--- src/rwr_pkg.sv ---
// Package for the ranger wall repulsion block: widths, constants and the CORDIC angle table.
// No dependencies.
package rwr_pkg;

	localparam int RANGE_W = 16;
	localparam int SUM_W   = 48;
	// Working width of the force and CORDIC datapath.
	localparam int WORK_W  = 64;
	localparam int ATAN_ENTRIES = 24;

	localparam logic [2:0] REG_MIN_ANGLE  = 3'd0;
	localparam logic [2:0] REG_ANGLE_STEP = 3'd1;
	localparam logic [2:0] REG_MAX_RANGE  = 3'd2;
	localparam logic [2:0] REG_CHARGE     = 3'd3;
	localparam logic [2:0] REG_NEAR_RANGE = 3'd4;

	localparam logic signed [47:0] NEAR_SCALE = 48'sd2560000;
	localparam logic signed [17:0] GAIN_Q16   = 18'sd39797;
	localparam logic signed [SUM_W-1:0] SUM_MAX = {1'b0, {(SUM_W-1){1'b1}}};
	localparam logic signed [SUM_W-1:0] SUM_MIN = {1'b1, {(SUM_W-1){1'b0}}};

	typedef enum logic [3:0] {
		ST_IDLE, ST_SQUARE, ST_DIV, ST_SIGN, ST_GAIN, ST_ROT, ST_ACC, ST_OUT
	} state_t;

	function automatic logic signed [33:0] atan_turn32(input logic [4:0] i);
		logic signed [33:0] v;
		case (i)
			5'd0:  v = 34'sd536870912;
			5'd1:  v = 34'sd316933406;
			5'd2:  v = 34'sd167458907;
			5'd3:  v = 34'sd85004756;
			5'd4:  v = 34'sd42667331;
			5'd5:  v = 34'sd21354465;
			5'd6:  v = 34'sd10679838;
			5'd7:  v = 34'sd5340245;
			5'd8:  v = 34'sd2670163;
			5'd9:  v = 34'sd1335087;
			5'd10: v = 34'sd667544;
			5'd11: v = 34'sd333772;
			5'd12: v = 34'sd166886;
			5'd13: v = 34'sd83443;
			5'd14: v = 34'sd41722;
			5'd15: v = 34'sd20861;
			5'd16: v = 34'sd10430;
			5'd17: v = 34'sd5215;
			5'd18: v = 34'sd2608;
			5'd19: v = 34'sd1304;
			5'd20: v = 34'sd652;
			5'd21: v = 34'sd326;
			5'd22: v = 34'sd163;
			5'd23: v = 34'sd81;
			default: v = '0;
		endcase
		return v;
	endfunction

endpackage

--- src/rwr_div.sv ---
// Restoring divider, one quotient bit per cycle, for the far-field force magnitude.
// Depends on rwr_pkg.
module rwr_div (
	input  logic        clk,
	input  logic        arst_n,
	input  logic        start,
	input  logic [44:0] dividend,
	input  logic [31:0] divisor,
	output logic        done,
	output logic [44:0] quotient
);
	import rwr_pkg::*;

	logic [44:0] quo_q;
	logic [32:0] rem_q;
	logic [31:0] den_q;
	logic [5:0]  cnt_q;
	logic        busy_q;
	logic [32:0] trial;
	logic [33:0] diff;

	// One trial subtraction per cycle.
	always_comb begin
		trial = {rem_q[31:0], quo_q[44]};
		diff  = {1'b0, trial} - {2'b00, den_q};
	end

	always_ff @(posedge clk or negedge arst_n) begin
		if (!arst_n) begin
			busy_q <= 1'b0;
			cnt_q  <= '0;
			done   <= 1'b0;
		end else begin
			done <= 1'b0;
			if (start) begin
				busy_q <= 1'b1;
				cnt_q  <= 6'd45;
			end else if (busy_q) begin
				cnt_q <= cnt_q - 6'd1;
				if (cnt_q == 6'd1) begin
					busy_q <= 1'b0;
					done   <= 1'b1;
				end
			end
		end
	end

	always_ff @(posedge clk) begin
		if (start) begin
			quo_q <= dividend;
			rem_q <= '0;
			den_q <= divisor;
		end else if (busy_q) begin
			if (!diff[33]) begin
				rem_q <= diff[32:0];
				quo_q <= {quo_q[43:0], 1'b1};
			end else begin
				rem_q <= trial;
				quo_q <= {quo_q[43:0], 1'b0};
			end
		end
	end

	assign quotient = quo_q;

endmodule

--- src/ranger_wall_repulsion_top.sv ---
// Ranger wall repulsion: per-reading force, CORDIC resolution and saturating sums.
// Depends on rwr_pkg and rwr_div.
// Each item passes IDLE, SQUARE, then DIV (far readings only), SIGN, GAIN, the CORDIC_STEPS
// steps in ROT, and ACC; an ignored reading goes from SQUARE straight to ACC; one item at a time.
// A last reading adds the OUT state, held while the previous result waits to be taken.
// arst_n clears control state, sums, index and loads register reset values.
module ranger_wall_repulsion_top #(
	parameter int MAX_READINGS = 1024,
	parameter int CORDIC_STEPS = 16
) (
	input  logic        clk,
	input  logic        arst_n,
	input  logic        cfg_we,
	input  logic [2:0]  cfg_index,
	input  logic [15:0] cfg_data,
	input  logic        s_tvalid,
	output logic        s_tready,
	input  logic [15:0] s_tdata,   // range
	input  logic        s_tlast,   // last
	output logic        m_tvalid,
	input  logic        m_tready,
	output logic [95:0] m_tdata    // force_x [47:0], force_y [95:48]
);
	import rwr_pkg::*;

	localparam int IDX_W = $clog2(MAX_READINGS);
	localparam logic [IDX_W-1:0] IDX_LAST = IDX_W'(MAX_READINGS - 1);

	logic [15:0] min_angle_q, angle_step_q, max_range_q, near_range_q;
	logic signed [15:0] charge_q;
	logic signed [SUM_W-1:0] sum_x_q, sum_y_q;
	logic [IDX_W-1:0] idx_q;
	state_t state_q, state_d;
	logic [15:0] range_q;
	logic last_q;
	logic signed [WORK_W-1:0] f_q, x_q, y_q, z_q;
	logic [15:0] bearing_q;
	logic [31:0] range_sq;
	logic [4:0] step_q;
	logic div_start, div_done;
	logic [44:0] div_quo;
	logic [44:0] div_num;
	logic [15:0] qmag;
	logic out_valid_q;
	logic [95:0] out_data_q;

	// Configuration writes.
	always_ff @(posedge clk or negedge arst_n) begin
		if (!arst_n) begin
			min_angle_q  <= 16'h8000;
			angle_step_q <= 16'd256;
			max_range_q  <= 16'hFFFF;
			charge_q     <= -16'sd100;
			near_range_q <= 16'd10;
		end else if (cfg_we) begin
			case (cfg_index)
				REG_MIN_ANGLE:  min_angle_q  <= cfg_data;
				REG_ANGLE_STEP: angle_step_q <= cfg_data;
				REG_MAX_RANGE:  max_range_q  <= cfg_data;
				REG_CHARGE:     charge_q     <= cfg_data;
				REG_NEAR_RANGE: near_range_q <= cfg_data;
				default: ;
			endcase
		end
	end

	assign s_tready = (state_q == ST_IDLE);
	assign qmag = charge_q[15] ? 16'(-charge_q) : 16'(charge_q);
	// The divider latches the squared range when it starts.
	assign range_sq = range_q * range_q;
	assign div_num = {1'b0, qmag, 28'd0} + 45'({1'b0, range_sq[31:1]});

	rwr_div u_div (
		.clk(clk), .arst_n(arst_n), .start(div_start),
		.dividend(div_num), .divisor(range_sq),
		.done(div_done), .quotient(div_quo)
	);

	// Next state.
	always_comb begin
		state_d = state_q;
		case (state_q)
			ST_IDLE: if (s_tvalid) state_d = ST_SQUARE;
			ST_SQUARE: begin
				if (range_q >= max_range_q) state_d = ST_ACC;
				else if (range_q <= near_range_q) state_d = ST_SIGN;
				else state_d = ST_DIV;
			end
			ST_DIV:  if (div_done) state_d = ST_SIGN;
			ST_SIGN: state_d = ST_GAIN;
			ST_GAIN: state_d = ST_ROT;
			ST_ROT:  if (step_q == 5'(CORDIC_STEPS - 1)) state_d = ST_ACC;
			ST_ACC:  state_d = last_q ? ST_OUT : ST_IDLE;
			ST_OUT:  if (!out_valid_q || m_tready) state_d = ST_IDLE;
			default: state_d = ST_IDLE;
		endcase
	end

	// Outputs of the sequencer.
	always_comb begin
		div_start = (state_q == ST_SQUARE) && (range_q < max_range_q)
			&& (range_q > near_range_q);
	end

	always_ff @(posedge clk or negedge arst_n) begin
		if (!arst_n) state_q <= ST_IDLE;
		else state_q <= state_d;
	end

	// Datapath: a shared shift/add unit over the CORDIC steps.
	logic signed [WORK_W-1:0] xs, ys, zstep;
	logic signed [WORK_W-1:0] gain_prod;
	logic signed [31:0] a_s;
	assign xs = x_q >>> step_q;
	assign ys = y_q >>> step_q;
	assign zstep = WORK_W'(atan_turn32(step_q));
	assign gain_prod = f_q * WORK_W'(GAIN_Q16) + 64'sd32768;
	assign a_s = {{16{bearing_q[15]}}, bearing_q};

	always_ff @(posedge clk) begin
		case (state_q)
			ST_IDLE: begin
				range_q   <= s_tdata;
				last_q    <= s_tlast;
				bearing_q <= min_angle_q + 16'(idx_q * angle_step_q);
			end
			ST_SQUARE: begin
				f_q   <= WORK_W'(charge_q) * WORK_W'(NEAR_SCALE);
			end
			ST_DIV: if (div_done)
				f_q <= charge_q[15] ? -WORK_W'(div_quo) : WORK_W'(div_quo);
			ST_SIGN: begin
				if (a_s > 32'sd16384 || a_s < -32'sd16384) begin
					f_q <= -f_q;
					z_q <= WORK_W'(a_s > 0 ? a_s - 32'sd32768 : a_s + 32'sd32768) <<< 16;
				end else begin
					z_q <= WORK_W'(a_s) <<< 16;
				end
			end
			ST_GAIN: begin
				x_q <= gain_prod >>> 16;
				y_q <= '0;
				step_q <= '0;
			end
			ST_ROT: begin
				if (!z_q[WORK_W-1]) begin
					x_q <= x_q - ys; y_q <= y_q + xs; z_q <= z_q - zstep;
				end else begin
					x_q <= x_q + ys; y_q <= y_q - xs; z_q <= z_q + zstep;
				end
				step_q <= step_q + 5'd1;
			end
			default: ;
		endcase
	end

	function automatic logic signed [SUM_W-1:0] sat_add(
		input logic signed [SUM_W-1:0] a, input logic signed [WORK_W-1:0] b);
		logic signed [WORK_W:0] s;
		s = (WORK_W+1)'(a) + (WORK_W+1)'(b);
		if (s > (WORK_W+1)'(SUM_MAX)) return SUM_MAX;
		if (s < (WORK_W+1)'(SUM_MIN)) return SUM_MIN;
		return s[SUM_W-1:0];
	endfunction

	// Sums, index and result register.
	always_ff @(posedge clk or negedge arst_n) begin
		if (!arst_n) begin
			sum_x_q <= '0; sum_y_q <= '0; idx_q <= '0; out_valid_q <= 1'b0;
		end else begin
			if (out_valid_q && m_tready) out_valid_q <= 1'b0;
			if (state_q == ST_ACC) begin
				if (range_q < max_range_q) begin
					sum_x_q <= sat_add(sum_x_q, x_q);
					sum_y_q <= sat_add(sum_y_q, y_q);
				end
				if (!last_q && idx_q != IDX_LAST) idx_q <= idx_q + 1'b1;
			end
			if (state_q == ST_OUT && (!out_valid_q || m_tready)) begin
				out_valid_q <= 1'b1;
				sum_x_q <= '0; sum_y_q <= '0; idx_q <= '0;
			end
		end
	end

	always_ff @(posedge clk) begin
		if (state_q == ST_OUT && (!out_valid_q || m_tready))
			out_data_q <= {sum_y_q, sum_x_q};
	end

	assign m_tvalid = out_valid_q;
	assign m_tdata  = out_data_q;

endmodule

--- config.mk ---
export PLATFORM = sky130hd
export DESIGN_NAME = ranger_wall_repulsion_top
export DESIGN_NICKNAME = d
export VERILOG_FILES = /design/src/rwr_pkg.sv /design/src/rwr_div.sv /design/src/ranger_wall_repulsion_top.sv
export SDC_FILE = /design/constraint.sdc
export NUM_CORES = 2
export LEC_CHECK = 0
export BUFFER_PORTS_ARGS = -buffer_cell sky130_fd_sc_hd__buf_2
export CAP_MARGIN = 20
export CELL_PAD_IN_SITES_DETAIL_PLACEMENT = 1
export CELL_PAD_IN_SITES_GLOBAL_PLACEMENT = 1
export CORE_ASPECT_RATIO = 0.9
export CORE_MARGIN = 1
export CORE_UTILIZATION = 29
export CTS_BUF_LIST = sky130_fd_sc_hd__clkbuf_8
export DETAILED_ROUTE_END_ITERATION = 6
export HOLD_SLACK_MARGIN = 0.15
export PLACE_DENSITY_LB_ADDON = 0.25
export SLEW_MARGIN = 20
export SYNTH_ARGS = -nofsm -noshare
export SYNTH_HDL_FRONTEND = slang
export SYNTH_SLANG_ARGS = --single-unit
--- constraint.sdc ---
create_clock -name clk -period 13.4 [get_ports clk]
set_input_delay 1.34 -clock clk [delete_from_list [all_inputs] [get_ports clk]]
set_output_delay 1.34 -clock clk [all_outputs]
set_load 0.1 [all_outputs]
==> reports/qor.yml <==
cts.clk_slew.worst_paths_ns: 0.06
cts-root-buf: "clkbuf_8"
syn_inst: 10163
ys.flop_type: "edfxtp_1"
grt_pass1_vias: 79797
post-route-drc-count: 4
fmax_ghz: 0.1001
ys_types: 113
tightestPinTransition_ns: 1.205
vias_per_cell: 5.151
critPathMaxFanout: 18
fin_crit_ns: 9.986
synth_top_family_by_area: "adder cells"
clock_latency_ns: 0.97
hold_viol: 0
crit_buf_inv: 6
critPathLaunchType: "register"
gr-usage-all-layers: 0.1903
postCtsResizedCells: 0
synth_fp_nets: 11923
endpoint_kind: "register"
layout-drive-gt1-share: 0.08797
portBuffers: 138
drt_wl_total_um: 315100
final_common_cell: "inv_1"
synth_xor_area_frac: 0.06973
finish.instance_area_sq_um: 101900
dr.pass1.iters: 7
hp-class: "input port to asynchronous set/reset pin"
via_count: 74798
hpwlAfterDp_um: 250900
synth_warnings: 0
syn_to_final_growth_pct: 8.763
cp_slowest_cell: "edfxtp_1"
cts_inserted_buffers: 155
antenna_found_initial: 8
cp_top_family: "adder cells"
synth_fa_ha_area_frac: 0.2874
overflow: 0
finalCritPeriodShare: 0.7452
avgRoutedWirePerCell_um: 21.70
post_cts.repair.setup_buffers: 0
grt_pass1_wl_um: 488100
synth_compound_area_frac: 0.1527
initialDrtViolationCount: 3974
violations: "DRC"
fin_skew_ns: 0.08598
rsz0062_at_grt: "no"
die_x_um: 601.1
fin_setup_tns_ns: 0
htreeDepth: 4
initial_core_util: 0.2921
critPathMaxStageDelay_ns: 0.97
criticalPathCategory: "register to register"
io_pins: 139
required_ns: 14.04
die_y_um: 541.2
die_area_sq_um: 325300
cts_max_path_buffers: 4
slew_headroom: 0.1939
final_max_slew_viol_count: 0
gp_congestion: 0.8891
crit_arrival_ns: 10.63
row_count: 197
synthMuxAreaShare: 0.07596
ys_seq_elements: 726
ys_seq_area_frac: 0.2159
coreArea_sq_um: 320700
setup_viol: 0
hold_buffers: 0
drv_cap: 0
grt_max_degree: 131
synth_area_sq_um: 93680
syn_area_per_cell_sq_um: 9.218
fillers: 37134
dpl_cell_area_sq_um: 98760
cts_tree: "yes"
synth-simple-area-share: 0.1246
cts_num_sinks: 726
async_flop_share: 0.2727
holdWs_ns: 0.4096
status: "finished with violations"
final_cell_mix: "1,389 x inv_1, 999 x ha_1, 896 x nand2_1, 720 x fa_1, 675 x a21oi_1"
nets: 11887
antenna_left: 0
synth_edf_count: 466
kinds of logic after synthesis:
| group | Yosys count |
|---|---|
| adders and majority gates | 1720 |
| and+or+nand+nor | 2475 |
| AOI/OAI and AO/OA | 2264 |
| DFF | 726 |
| muxes | 461 |
| buffers and inverters | 1772 |
| xor gates and xnor gates | 745 |
synth_stat cells (68+ instances only):
| cell | n | area [sq um] |
|---|---|---|
| nor2_1 | 607 | 2278 |
| and2_1 | 154 | 963.4 |
| fa_1 | 720 | 14410 |
| a31oi_1 | 110 | 688.2 |
| nor2b_1 | 68 | 425.4 |
| clkbuf_1 | 290 | 1089 |
| o21ai_0 | 495 | 2477 |
| nor3_1 | 123 | 615.6 |
| a211oi_1 | 74 | 555.5 |
| ha_1 | 999 | 12500 |
| nand4_1 | 77 | 481.7 |
| inv_1 | 1349 | 5064 |
| o21bai_1 | 97 | 728.2 |
| nand3_1 | 159 | 795.8 |
| edfxtp_1 | 466 | 13990 |
| dfrtp_1 | 166 | 4154 |
| a21o_1 | 289 | 2170 |
| mux2_2 | 113 | 1272 |
| nand2_1 | 899 | 3374 |
| mux2i_1 | 154 | 1541 |
| mux4_2 | 188 | 4234 |
| and3_1 | 87 | 544.3 |
| a21oi_1 | 677 | 3388 |
| nand2b_1 | 79 | 494.2 |
| xnor2_1 | 475 | 4160 |
| xor2_1 | 269 | 2356 |
worst paths after layout:
path	startpoint	end	slack, ns	cells past startpoint
max	range_q[2]$_DFFE_PP_	u_div.quotient[40]$_DFFE_PP_	3.41	35
min	arst_n	sum_x_q[18]$_DFFE_PN0P_	0.41	1
max reg2reg	range_q[2]$_DFFE_PP_	u_div.quotient[40]$_DFFE_PP_	3.41	35
min reg2reg	sum_y_q[14]$_DFFE_PN0P_	m_tdata[62]$_DFFE_PP_	0.49	0
max in group asynchronous	arst_n	state_q[0]$_DFFE_PN0P_	11.13	3
min in group clk	sum_y_q[14]$_DFFE_PN0P_	m_tdata[62]$_DFFE_PP_	0.49	0
layer usage:
| layer | routed length [um] | track usage | up-vias |
|---|---|---|---|
| met3 | 10800 | 0.01952 | 399 |
| met2 | 144000 | 0.3127 | 1423 |
| met1 | 150500 | 0.2632 | 37866 |
| li1 | - | - | 35110 |
| met5 | 0 | 0 | - |
| met4 | 9727 | 0.05696 | 0 |
registers in the layout (all words and copies together) (netlist names), 30 cells and up:
signal,cells
sum_x_q,48
sum_y_q,48
m_tdata,96
f_q,64
u_div.rem_q,32
x_q,64
u_div.quotient,45
u_div.den_q,31
y_q,64
zstep,30
z_q,64
area by class of cell:
cell class	instances	area [sq um]	share of cell area
Timing Repair Buffer	224	1413	0.01386
Sequential cell	726	20230	0.1986
Inverter	1355	5097	0.05003
Tap cell	4278	5353	0.05253
Multi-Input combinational cell	7665	66690	0.6545
Clock buffer	172	2367	0.02323
Antenna cell	2	5.005	0.00004912
Clock inverter	100	732.0	0.007184
per-stage QoR:
| stage | std cells | setup WS [ns] | utilization |
|---|---|---|---|
| finish | 14522 | 3.414 | 0.3177 |
| global route | 14521 | 2.935 | 0.3177 |
| CTS | 14519 | 3.415 | 0.3176 |
| detailed placement | 14247 | 3.559 | 0.3080 |
| global placement | 14247 | 3.636 | 0.3080 |
| floorplan | 10163 | 4.769 | - |
Power is left out: the tool's default activity adds up to more than one toggle a clock period on the data nets, which glitch-free logic cannot reach.
